<file path="src/rtl/prd_pkg.sv">
// Package for the PCX run-length pixel decoder.
// Holds field widths, register indexes, controller states and the command/status structs.
// No dependencies.
package prd_pkg;

  localparam int unsigned ByteW     = 8;
  localparam int unsigned CountW    = 6;
  localparam int unsigned ColW      = 11;
  localparam int unsigned RowW      = 11;
  localparam int unsigned LimW      = 10;
  localparam int unsigned SizeW     = 11;
  localparam int unsigned CfgIdxW   = 3;
  localparam int unsigned CfgDataW  = 11;
  localparam int unsigned PixAddrW  = 20;
  localparam int unsigned RowSumW   = 12;
  localparam int unsigned RowProdW  = RowSumW + SizeW;
  localparam int unsigned AddrFullW = RowProdW + 1;

  localparam logic [ByteW-1:0] RunMark = 8'hC0;
  localparam logic [ByteW-1:0] RunMask = 8'h3F;

  localparam logic [CfgIdxW-1:0] CfgImageLastCol = 3'd0;
  localparam logic [CfgIdxW-1:0] CfgImageLastRow = 3'd1;
  localparam logic [CfgIdxW-1:0] CfgLineStride   = 3'd2;
  localparam logic [CfgIdxW-1:0] CfgFrameRows    = 3'd3;
  localparam logic [CfgIdxW-1:0] CfgBaseRow      = 3'd4;

  typedef enum logic [1:0] {
    ST_IDLE,
    ST_MULT,
    ST_EMIT
  } prd_state_e;

  // Controller to datapath.
  typedef struct packed {
    logic take_data;   // capture a pixel byte and load the run count
    logic take_count;  // capture a run count byte
    logic mult;        // form the row base address
    logic emit;        // load one pixel into the output register
    logic update;      // apply the column wrap and the end test
  } prd_cmd_t;

  // Datapath to controller.
  typedef struct packed {
    logic finished;
    logic awaiting;
    logic is_run_mark;
    logic count_zero;
    logic count_one;
    logic out_free;
  } prd_status_t;

endpackage

</file>
<file path="src/rtl/prd_ctrl.sv">
// Controller state machine of the PCX run-length pixel decoder.
// Depends on prd_pkg for the state type and the command/status structs.
module prd_ctrl import prd_pkg::*; (
  input  logic        clk_i,
  input  logic        rst_ni,
  input  logic        in_valid_i,
  output logic        in_ready_o,
  input  prd_status_t status_i,
  output prd_cmd_t    cmd_o
);

  prd_state_e state_q, state_d;

  always_ff @(posedge clk_i or negedge rst_ni) begin
    if (!rst_ni) begin
      state_q <= ST_IDLE;
    end else begin
      state_q <= state_d;
    end
  end

  // Next state.
  always_comb begin
    state_d = state_q;
    unique case (state_q)
      ST_IDLE: begin
        if (in_valid_i && !status_i.finished) begin
          if (status_i.awaiting || !status_i.is_run_mark) begin
            state_d = ST_MULT;
          end
        end
      end
      ST_MULT: begin
        state_d = ST_EMIT;
      end
      ST_EMIT: begin
        if (status_i.count_zero) begin
          state_d = ST_IDLE;
        end else if (status_i.out_free && status_i.count_one) begin
          state_d = ST_IDLE;
        end
      end
      default: begin
        state_d = ST_IDLE;
      end
    endcase
  end

  // Outputs.
  always_comb begin
    cmd_o      = '0;
    in_ready_o = 1'b0;
    unique case (state_q)
      ST_IDLE: begin
        in_ready_o = 1'b1;
        if (in_valid_i && !status_i.finished) begin
          if (status_i.awaiting || !status_i.is_run_mark) begin
            cmd_o.take_data = 1'b1;
          end else begin
            cmd_o.take_count = 1'b1;
          end
        end
      end
      ST_MULT: begin
        cmd_o.mult = 1'b1;
      end
      ST_EMIT: begin
        if (status_i.count_zero) begin
          cmd_o.update = 1'b1;
        end else if (status_i.out_free) begin
          cmd_o.emit   = 1'b1;
          cmd_o.update = status_i.count_one;
        end
      end
      default: begin
        cmd_o = '0;
      end
    endcase
  end

  // Emission only happens in its own state, after the row base is formed.
  a_emit_state: assert property (@(posedge clk_i) disable iff (!rst_ni)
    cmd_o.emit |-> $past(state_q) == ST_MULT || $past(state_q) == ST_EMIT)
    else $error("pixel emitted without a row base computed");

  a_no_accept_busy: assert property (@(posedge clk_i) disable iff (!rst_ni)
    state_q == ST_MULT |=> state_q == ST_EMIT)
    else $error("row base step not followed by emission");

  a_finish_idle: assert property (@(posedge clk_i) disable iff (!rst_ni)
    (state_q == ST_IDLE && status_i.finished) |=> state_q == ST_IDLE)
    else $error("decoder left idle after finishing");

endmodule

</file>
<file path="src/rtl/prd_datapath.sv">
// Datapath of the PCX run-length pixel decoder: registers, position state,
// address arithmetic and the output register. Depends on prd_pkg.
module prd_datapath import prd_pkg::*; #(
  parameter int unsigned ADDR_BITS = 20
) (
  input  logic                clk_i,
  input  logic                rst_ni,
  input  logic                cfg_we_i,
  input  logic [CfgIdxW-1:0]  cfg_index_i,
  input  logic [CfgDataW-1:0] cfg_wdata_i,
  input  logic [ByteW-1:0]    code_byte_i,
  input  prd_cmd_t            cmd_i,
  output prd_status_t         status_o,
  output logic                out_valid_o,
  input  logic                out_ready_i,
  output logic [PixAddrW-1:0] pixel_address_o,
  output logic [ByteW-1:0]    pixel_color_o,
  output logic                last_of_run_o,
  output logic                image_done_o
);

  localparam logic [AddrFullW-1:0] AddrMask = (ADDR_BITS >= AddrFullW) ? '1 :
      AddrFullW'((64'd1 << ADDR_BITS) - 64'd1);

  // Configuration registers.
  logic [LimW-1:0]  last_col_q, last_row_q, base_row_q;
  logic [SizeW-1:0] stride_q, frame_rows_q;

  always_ff @(posedge clk_i or negedge rst_ni) begin
    if (!rst_ni) begin
      last_col_q   <= 10'd319;
      last_row_q   <= 10'd199;
      stride_q     <= 11'd352;
      frame_rows_q <= 11'd744;
      base_row_q   <= 10'd0;
    end else if (cfg_we_i) begin
      unique case (cfg_index_i)
        CfgImageLastCol: last_col_q   <= cfg_wdata_i[LimW-1:0];
        CfgImageLastRow: last_row_q   <= cfg_wdata_i[LimW-1:0];
        CfgLineStride:   stride_q     <= cfg_wdata_i;
        CfgFrameRows:    frame_rows_q <= cfg_wdata_i;
        CfgBaseRow:      base_row_q   <= cfg_wdata_i[LimW-1:0];
        default: ;
      endcase
    end
  end

  // Decoder state.
  logic [CountW-1:0]   pending_q, count_q;
  logic                awaiting_q, finished_q;
  logic [ColW-1:0]     column_q;
  logic [RowW-1:0]     row_q;
  logic [ByteW-1:0]    color_q;
  logic [RowProdW-1:0] row_prod_q;
  logic                out_valid_q, last_q, done_q;
  logic [PixAddrW-1:0] addr_q;
  logic [ByteW-1:0]    out_color_q;

  logic [RowSumW-1:0]   row_sum;
  logic [AddrFullW-1:0] addr_full;
  logic [SizeW-1:0]     stride_top, rows_top, max_col, max_row;
  logic [ColW-1:0]      col_cand;
  logic [RowW-1:0]      row_inc;
  logic                 wrap, done_cand, out_free;

  assign row_sum   = RowSumW'(base_row_q) + RowSumW'(row_q);
  assign addr_full = (AddrFullW'(row_prod_q) + AddrFullW'(column_q)) & AddrMask;

  // Effective last column and row, clamped to the frame size minus one.
  assign stride_top = (stride_q == '0) ? '0 : stride_q - 11'd1;
  assign rows_top   = (frame_rows_q == '0) ? '0 : frame_rows_q - 11'd1;
  assign max_col    = (SizeW'(last_col_q) > stride_top) ? stride_top : SizeW'(last_col_q);
  assign max_row    = (SizeW'(last_row_q) > rows_top) ? rows_top : SizeW'(last_row_q);

  assign col_cand  = cmd_i.emit ? column_q + 11'd1 : column_q;
  assign wrap      = col_cand > max_col;
  assign row_inc   = row_q + 11'd1;
  assign done_cand = (wrap ? row_inc : row_q) > max_row;
  assign out_free  = !out_valid_q || out_ready_i;

  always_ff @(posedge clk_i or negedge rst_ni) begin
    if (!rst_ni) begin
      pending_q   <= '0;
      count_q     <= '0;
      awaiting_q  <= 1'b0;
      finished_q  <= 1'b0;
      column_q    <= '0;
      row_q       <= '0;
      out_valid_q <= 1'b0;
    end else begin
      if (cmd_i.take_count) begin
        pending_q  <= code_byte_i[CountW-1:0] & RunMask[CountW-1:0];
        awaiting_q <= 1'b1;
      end
      if (cmd_i.take_data) begin
        count_q    <= awaiting_q ? pending_q : CountW'(1);
        pending_q  <= '0;
        awaiting_q <= 1'b0;
      end
      if (cmd_i.emit) begin
        count_q <= count_q - 6'd1;
      end
      if (cmd_i.update) begin
        if (wrap) begin
          column_q <= '0;
          row_q    <= row_inc;
        end else begin
          column_q <= col_cand;
        end
        finished_q <= done_cand;
      end else if (cmd_i.emit) begin
        column_q <= col_cand;
      end
      if (cmd_i.emit) begin
        out_valid_q <= 1'b1;
      end else if (out_ready_i) begin
        out_valid_q <= 1'b0;
      end
    end
  end

  // Payload registers. The run color is copied into the output register so that
  // a new byte taken while a pixel still waits cannot change that pixel.
  always_ff @(posedge clk_i) begin
    if (cmd_i.take_data) begin
      color_q <= code_byte_i;
    end
    if (cmd_i.mult) begin
      row_prod_q <= RowProdW'(row_sum) * RowProdW'(stride_q);
    end
    if (cmd_i.emit) begin
      addr_q      <= addr_full[PixAddrW-1:0];
      out_color_q <= color_q;
      last_q      <= cmd_i.update;
      done_q      <= cmd_i.update && done_cand;
    end
  end

  assign status_o.finished    = finished_q;
  assign status_o.awaiting    = awaiting_q;
  assign status_o.is_run_mark = (code_byte_i & RunMark) == RunMark;
  assign status_o.count_zero  = count_q == '0;
  assign status_o.count_one   = count_q == CountW'(1);
  assign status_o.out_free    = out_free;

  assign out_valid_o     = out_valid_q;
  assign pixel_address_o = addr_q;
  assign pixel_color_o   = out_color_q;
  assign last_of_run_o   = last_q;
  assign image_done_o    = done_q;

  a_finished_sticky: assert property (@(posedge clk_i) disable iff (!rst_ni)
    finished_q |=> finished_q)
    else $error("finished flag cleared without reset");

  a_emit_free: assert property (@(posedge clk_i) disable iff (!rst_ni)
    cmd_i.emit |-> out_free)
    else $error("pixel loaded over an unread result");

  a_done_last: assert property (@(posedge clk_i) disable iff (!rst_ni)
    (out_valid_q && done_q) |-> last_q)
    else $error("image done flagged on a pixel that does not end its byte");

  a_count_arms: assert property (@(posedge clk_i) disable iff (!rst_ni)
    cmd_i.take_count |=> awaiting_q)
    else $error("run count byte did not arm the color byte");

endmodule

</file>
<file path="src/rtl/pcx_rle_pixel_decoder.sv">
// PCX run-length pixel decoder: top level joining the controller and the datapath.
// Depends on prd_pkg, prd_ctrl and prd_datapath.
//
// Usage. Encoded image bytes enter one per request on the input channel
// (in_valid_i / in_ready_o, code_byte_i). Each pixel leaves as one request on
// the output channel carrying its frame-buffer address, its palette index and
// two flags: last_of_run_o marks the final pixel caused by one input byte, and
// image_done_o marks that pixel when it also completes the last image row.
// The user writes the five configuration registers through cfg_we_i, cfg_index_i
// and cfg_wdata_i only while the decoder is idle; the block does not enforce it.
// Timing. A run count byte is taken and yields nothing. Once a literal byte, or
// the color byte of a run of n pixels, is taken, the input stalls while the row
// base address is formed in the multiplier and then while its pixels leave one
// per cycle from the single output register, as long as the receiver does not
// stall. The color byte of an empty run goes through the same multiply step and
// yields nothing, and the decoder then returns to idle.
// Reset clears the position, the pending run and the finished flag, and loads
// the register defaults (320 by 200 image, stride 352, 744 frame rows).
// When the receiver stalls, the pixel waits in the output register and the
// decoder holds until it is taken. Once the last row is done, bytes are
// accepted and dropped until the next reset.
module pcx_rle_pixel_decoder import prd_pkg::*; #(
  parameter int unsigned ADDR_BITS = 20
) (
  input  logic                clk_i,
  input  logic                rst_ni,
  input  logic                cfg_we_i,
  input  logic [CfgIdxW-1:0]  cfg_index_i,
  input  logic [CfgDataW-1:0] cfg_wdata_i,
  input  logic                in_valid_i,
  output logic                in_ready_o,
  input  logic [ByteW-1:0]    code_byte_i,
  output logic                out_valid_o,
  input  logic                out_ready_i,
  output logic [PixAddrW-1:0] pixel_address_o,
  output logic [ByteW-1:0]    pixel_color_o,
  output logic                last_of_run_o,
  output logic                image_done_o
);

  prd_cmd_t    cmd;
  prd_status_t status;

  // The controller sequences each literal or color byte: accept, row base multiply, pixel emission.
  prd_ctrl u_ctrl (
    .clk_i      (clk_i),
    .rst_ni     (rst_ni),
    .in_valid_i (in_valid_i),
    .in_ready_o (in_ready_o),
    .status_i   (status),
    .cmd_o      (cmd)
  );

  // The datapath holds the configuration, position and output registers and produces the pixel requests.
  prd_datapath #(
    .ADDR_BITS (ADDR_BITS)
  ) u_datapath (
    .clk_i           (clk_i),
    .rst_ni          (rst_ni),
    .cfg_we_i        (cfg_we_i),
    .cfg_index_i     (cfg_index_i),
    .cfg_wdata_i     (cfg_wdata_i),
    .code_byte_i     (code_byte_i),
    .cmd_i           (cmd),
    .status_o        (status),
    .out_valid_o     (out_valid_o),
    .out_ready_i     (out_ready_i),
    .pixel_address_o (pixel_address_o),
    .pixel_color_o   (pixel_color_o),
    .last_of_run_o   (last_of_run_o),
    .image_done_o    (image_done_o)
  );

endmodule

</file>
<file path="config.mk">
export PLATFORM = sky130hd
export DESIGN_NAME = pcx_rle_pixel_decoder
export DESIGN_NICKNAME = d
export VERILOG_FILES = /design/src/rtl/prd_pkg.sv /design/src/rtl/prd_ctrl.sv /design/src/rtl/prd_datapath.sv /design/src/rtl/pcx_rle_pixel_decoder.sv
export SDC_FILE = /design/constraint.sdc
export NUM_CORES = 1
export LEC_CHECK = 0
export BUFFER_PORTS_ARGS = -buffer_cell sky130_fd_sc_hd__buf_2
export CORE_MARGIN = 3
export CORE_UTILIZATION = 55
export CTS_CLUSTER_SIZE = 28
export DETAILED_ROUTE_END_ITERATION = 8
export MAX_ROUTING_LAYER = met4
export PLACE_DENSITY = 0.73
export SLEW_MARGIN = 40
export SYNTH_ARGS = -nofsm -noshare
export SYNTH_HDL_FRONTEND = slang
export SYNTH_HIERARCHICAL = 1
export SYNTH_SLANG_ARGS = --single-unit
</file>
<file path="constraint.sdc">
create_clock -name clk_i -period 13.8 [get_ports clk_i]
set_input_delay 1.38 -clock clk_i [delete_from_list [all_inputs] [get_ports clk_i]]
set_output_delay 1.38 -clock clk_i [all_outputs]
set_load 0.01 [all_outputs]
</file>
==> metrics.txt <==
# TYPE chip_impl_metric gauge
chip_impl_metric{name="synth.cell_area",unit="um2"} 12500
chip_impl_metric{name="share_of_final_layout_standard_cells_stronger_than_drive_strength_1",unit="%"} 15.3
chip_impl_metric{name="finalCriticalPeriod",unit="ns"} 7.38
chip_impl_metric{name="nets",unit=""} 1498
chip_impl_metric{name="drt_iter0_markers",unit=""} 517
chip_impl_metric{name="timing.critical_path.fanout_max",unit=""} 20
chip_impl_metric{name="finalSetupTns",unit="ns"} 0
chip_impl_metric{name="max_freq",unit="MHz"} 135
chip_impl_metric{name="slowest_delay",unit="ns"} 0.66
chip_impl_metric{name="initial_core_util",unit="%"} 56.6
chip_impl_metric{name="netlist_instances",unit=""} 1221
chip_impl_metric{name="ir_worst_vdd",unit="mV"} 0.210
chip_impl_metric{name="timing.final.hold_violations",unit=""} 0
chip_impl_info{name="endpoint_kind",value="flop"} 1
chip_impl_metric{name="grt_start_max_net_pins",unit=""} 52
chip_impl_metric{name="gpl.final_weighted_congestion",unit=""} 0.904
chip_impl_metric{name="floorplan.core_area",unit="um2"} 22100
chip_impl_info{name="crit_path_start_kind",value="flop"} 1
chip_impl_metric{name="count_of_vias_placed_by_the_detailed_router",unit=""} 8717
chip_impl_metric{name="hold_buffers",unit=""} 0
chip_impl_info{name="rsz0062_at_grt",value="no"} 1
chip_impl_metric{name="async_set_or_reset_register_ratio_after_synthesis",unit="%"} 61.1
chip_impl_metric{name="timing.critical_path.arrival",unit="ns"} 7.69
chip_impl_metric{name="finalCritPeriodShare",unit="%"} 53.5
chip_impl_metric{name="final_antenna_net_count",unit=""} 0
chip_impl_metric{name="path_clk_slew",unit="ns"} 0.07
chip_impl_metric{name="slew_violations",unit=""} 0
chip_impl_metric{name="number_of_flops_mapped_to_enable_cells_by_yosys",unit=""} 58
chip_impl_info{name="hold_path_class",value="flop to flop"} 1
chip_impl_metric{name="htree_num_levels",unit=""} 4
chip_impl_metric{name="initial_antenna_violation_count",unit=""} 0
chip_impl_info{name="synth.largest_area_cell",value="sky130_fd_sc_hd__fa_1"} 1
chip_impl_info{name="outcome",value="complete, no violations"} 1
chip_impl_metric{name="ys.warnings.count",unit=""} 6
chip_impl_metric{name="critPathBufInv",unit=""} 2
chip_impl_info{name="cts_tree",value="done"} 1
chip_impl_metric{name="synth_seq_area_share",unit="%"} 32.3
chip_impl_metric{name="die_w",unit="um"} 157
chip_impl_metric{name="rows",unit=""} 54
chip_impl_info{name="synth_top_family_by_area",value="adder cells"} 1
chip_impl_metric{name="cts.sinks",unit=""} 149
chip_impl_metric{name="yosysTopAreaCellShare",unit="%"} 14.2
chip_impl_metric{name="cts.path.max_buffers",unit=""} 2
chip_impl_metric{name="synth_compound_area_share",unit="%"} 9.20
chip_impl_metric{name="worst_pin_slew",unit="ns"} 0.689
chip_impl_metric{name="power.static_leakage",unit="nW"} 6.34
chip_impl_metric{name="synth.ff_latch_count",unit=""} 149
chip_impl_metric{name="drc",unit=""} 0
chip_impl_metric{name="grt_overflow_total",unit=""} 0
chip_impl_metric{name="final_skew",unit="ns"} 0.00902
chip_impl_metric{name="port_buffers",unit=""} 58
chip_impl_info{name="ys_dominant_reg_cell",value="sky130_fd_sc_hd__dfrtp_1"} 1
chip_impl_metric{name="synthAdderAreaFrac",unit="%"} 26.1
chip_impl_metric{name="ioPinCount",unit=""} 59
chip_impl_metric{name="detailed_place_hpwl",unit="um"} 19700
chip_impl_metric{name="synth_area_per_cell",unit="um2"} 10.2
chip_impl_metric{name="pwr_density_cell",unit="nW/um2"} 254
chip_impl_info{name="timing_worst_setup_path_type",value="flop to flop"} 1
chip_impl_info{name="crit_family",value="compound AO/OA/AOI/OAI gates"} 1
chip_impl_metric{name="synth_simple_gate_area_share",unit="%"} 13.9
chip_impl_metric{name="synth_xor_xnor_area_share",unit="%"} 6.10
chip_impl_metric{name="detail_route.wl_per_cell",unit="um"} 16.7
chip_impl_metric{name="synth.distinct_cells",unit=""} 65
chip_impl_metric{name="die_h",unit="um"} 157
chip_impl_metric{name="finalSetupViolations",unit=""} 0
chip_impl_metric{name="groute.usage.overall",unit="%"} 22.8
chip_impl_metric{name="num_antenna_cells",unit=""} 0
chip_impl_metric{name="fp.dieArea",unit="um2"} 24600
chip_impl_metric{name="area_growth_syn_to_layout",unit="%"} 9.58
chip_impl_info{name="critical-path-top-cell-by-count",value="sky130_fd_sc_hd__a21o_1"} 1
chip_impl_info{name="crit_slowest_cell",value="sky130_fd_sc_hd__a2111oi_0"} 1
chip_impl_metric{name="clkLatencyLatePin",unit="ns"} 0.42
chip_impl_metric{name="post_drt_via_cell_ratio",unit=""} 5.60
chip_impl_metric{name="clock_buffers_created_by_tritoncts",unit=""} 17
chip_impl_metric{name="grt_first_pass_wirelength",unit="um"} 43600
chip_impl_metric{name="number_of_post_cts_setup_repair_buffers",unit=""} 0
chip_impl_info{name="synth_top_cells_by_area",value="sky130_fd_sc_hd__fa_1 14%, sky130_fd_sc_hd__dfrtp_1 14%, sky130_fd_sc_hd__edfxtp_1 14%, sky130_fd_sc_hd__ha_1 12%, sky130_fd_sc_hd__mux2_2 4.8%"} 1
chip_impl_metric{name="grt_pass1_vias",unit=""} 8766
chip_impl_metric{name="timing.max_cap.violations",unit=""} 0
chip_impl_metric{name="synthMuxAreaShare",unit="%"} 6.37
chip_impl_metric{name="routed_wirelength",unit="um"} 26100
chip_impl_metric{name="timing.max_slew.rel_slack",unit="%"} 52.9
chip_impl_info{name="cts-root-buf",value="sky130_fd_sc_hd__clkbuf_16"} 1
chip_impl_metric{name="postLayoutCoreUtil",unit="%"} 62.1
chip_impl_metric{name="data_required_time_at_the_worst_endpoint",unit="ns"} 14.11
chip_impl_metric{name="drt_pass1_iterations",unit=""} 4
chip_impl_metric{name="cts_repair_resize_count",unit=""} 0
power breakdown:
group,switching (mW),total (mW),internal (mW)
sequential,0.112,0.829,0.717
combinational,1.21,2.20,0.990
clock,0.201,0.456,0.255
total,1.52,3.48,1.96
layout make-up:
| class | instances | area, um2 |
|---|---|---|
| repair buffers | 71 | 390 |
| clock buffers | 18 | 429 |
| flip-flops and latches | 149 | 4040 |
| inverters | 143 | 537 |
| multi-input cells | 881 | 7820 |
| clock inverters | 14 | 146 |
| fillers | 1810 | 8380 |
| well taps | 280 | 350 |
worst reg2reg max path: cells and delay by family (launching register included):
kind | cells | cell delay, ns
DFF | 1 | 0.60
adders and majority gates | 3 | 0.88
AOI/OAI and AO/OA | 15 | 3.48
xor gates and xnor gates | 1 | 0.14
and+or+nand+nor | 5 | 1.09
buffers and inverters | 2 | 0.38
muxes | 2 | 0.70
cell usage after synthesis (15+ instances only):
| cell | n |
|---|---|
| sky130_fd_sc_hd__xor2_1 | 18 |
| sky130_fd_sc_hd__nand2_1 | 107 |
| sky130_fd_sc_hd__nand4_1 | 21 |
| sky130_fd_sc_hd__nand3_1 | 26 |
| sky130_fd_sc_hd__inv_1 | 143 |
| sky130_fd_sc_hd__clkbuf_1 | 41 |
| sky130_fd_sc_hd__o21ai_0 | 32 |
| sky130_fd_sc_hd__a21oi_1 | 43 |
| sky130_fd_sc_hd__fa_1 | 89 |
| sky130_fd_sc_hd__mux2i_1 | 20 |
| sky130_fd_sc_hd__dfrtp_1 | 71 |
| sky130_fd_sc_hd__and2_1 | 67 |
| sky130_fd_sc_hd__mux2_2 | 53 |
| sky130_fd_sc_hd__xnor2_1 | 64 |
| sky130_fd_sc_hd__dfstp_2 | 20 |
| sky130_fd_sc_hd__a21o_1 | 21 |
| sky130_fd_sc_hd__ha_1 | 119 |
| sky130_fd_sc_hd__edfxtp_1 | 58 |
| sky130_fd_sc_hd__nor2_1 | 54 |
| sky130_fd_sc_hd__o21a_1 | 15 |
registers in the layout (all words and copies together), names as in the netlist:
| name | cells |
|---|---|
| u_datapath/row_prod_q | 20 |
| u_datapath/last_of_run_o | 1 |
| u_datapath/finished_q | 1 |
| u_datapath/pending_q | 6 |
| u_ctrl/state_q | 2 |
| u_datapath/frame_rows_q | 11 |
| u_datapath/pixel_address_o | 20 |
| u_datapath/stride_q | 11 |
| u_datapath/base_row_q | 10 |
| u_datapath/last_col_q | 10 |
| u_datapath/awaiting_q | 1 |
| u_datapath/image_done_o | 1 |
| u_datapath/last_row_q | 10 |
| u_datapath/column_q | 11 |
| u_datapath/out_valid_o | 1 |
| u_datapath/count_q | 6 |
| u_datapath/row_q | 11 |
| u_datapath/color_q | 8 |
| u_datapath/pixel_color_o | 8 |
final timing paths:
kind                                                     from                                      to  slack (ns)  cells past startpoint
hold / removal                u_datapath/color_q[0]$_DFFE_PP_   u_datapath/pixel_color_o[0]$_DFFE_PP_        0.42                      0
setup / recovery           u_datapath/stride_q[2]$_DFFE_PN0P_       u_datapath/finished_q$_DFFE_PN0P_        6.42                     28
setup reg to reg           u_datapath/stride_q[2]$_DFFE_PN0P_       u_datapath/finished_q$_DFFE_PN0P_        6.42                     28
max in group asynchronous                              rst_ni     u_datapath/column_q[10]$_DFFE_PN0P_       11.82                      2
min in group asynchronous                              rst_ni  u_datapath/frame_rows_q[4]$_DFFE_PN0P_        0.93                      1
hold reg to reg               u_datapath/color_q[0]$_DFFE_PP_   u_datapath/pixel_color_o[0]$_DFFE_PP_        0.42                      0
layer usage:
metal	share of wire [%]	vias to the layer above	wire length [um]	global-route usage, %
met5	0	-	0	-
met4	0.97	0	253	4.54
met3	4.7	14	1230	3.13
met2	48	183	12500	37.2
met1	46	4304	12100	30.8
li1	-	4216	-	-
cells by family (layout without fill, tap and decap cells):
logic type	after synthesis	in the layout
buffers and inverters	192	246
AO/OA/AOI/OAI	174	174
XOR/XNOR	84	84
other	1	2
flip-flops	149	149
AND/OR/NAND/NOR	340	340
adder cells (fa/ha/maj)	208	208
multiplexers	73	73
layout by cell type, fill, tap and decap left out, types with 4 or more instances in the layout:
master and n:
sky130_fd_sc_hd__a221oi_1 5, sky130_fd_sc_hd__dfrtp_1 71, sky130_fd_sc_hd__nand3_1 26, sky130_fd_sc_hd__a21boi_0 13, sky130_fd_sc_hd__xor2_1 17, sky130_fd_sc_hd__mux2i_1 20, sky130_fd_sc_hd__fa_1 89, sky130_fd_sc_hd__nor4_1 5
sky130_fd_sc_hd__o21ai_0 32, sky130_fd_sc_hd__nor2_1 54, sky130_fd_sc_hd__o31a_1 5, sky130_fd_sc_hd__and2_1 67, sky130_fd_sc_hd__o21bai_1 4, sky130_fd_sc_hd__a21oi_1 42, sky130_fd_sc_hd__o21a_1 15, sky130_fd_sc_hd__buf_2 57
sky130_fd_sc_hd__ha_1 119, sky130_fd_sc_hd__clkbuf_16 17, sky130_fd_sc_hd__xnor2_2 6, sky130_fd_sc_hd__xnor2_1 58, sky130_fd_sc_hd__a21o_1 21, sky130_fd_sc_hd__o211ai_1 7, sky130_fd_sc_hd__and3_1 13, sky130_fd_sc_hd__nor3_1 8
sky130_fd_sc_hd__o31ai_1 4, sky130_fd_sc_hd__nand4_1 21, sky130_fd_sc_hd__nand2_1 107, sky130_fd_sc_hd__buf_4 14, sky130_fd_sc_hd__a31oi_1 4, sky130_fd_sc_hd__inv_1 143, sky130_fd_sc_hd__inv_6 4, sky130_fd_sc_hd__nand2b_1 9
sky130_fd_sc_hd__nor2b_1 9, sky130_fd_sc_hd__edfxtp_1 58, sky130_fd_sc_hd__mux2_2 53, sky130_fd_sc_hd__a211oi_1 5, sky130_fd_sc_hd__dfstp_2 20
per-stage QoR:
step / instance area [um2] / total power [mW] / cells / setup slack [ns] / hold WS (ns)
4_1_cts: 13700 / 3.51 / 1556 / 6.43 / 0.416
2_1_floorplan: 12500 / 2.56 / 1222 / 5.66 / 0.400
3_5_place_dp: 13100 / 3.02 / 1524 / 6.48 / 0.405
3_3_place_gp: 13100 / 2.98 / 1524 / 6.71 / 0.400
6_report: 13700 / 3.48 / 1556 / 6.42 / 0.418
5_1_grt: 13700 / 3.88 / 1556 / 5.93 / 0.430
No activity file was read; power rests on OpenSTA's default activity.
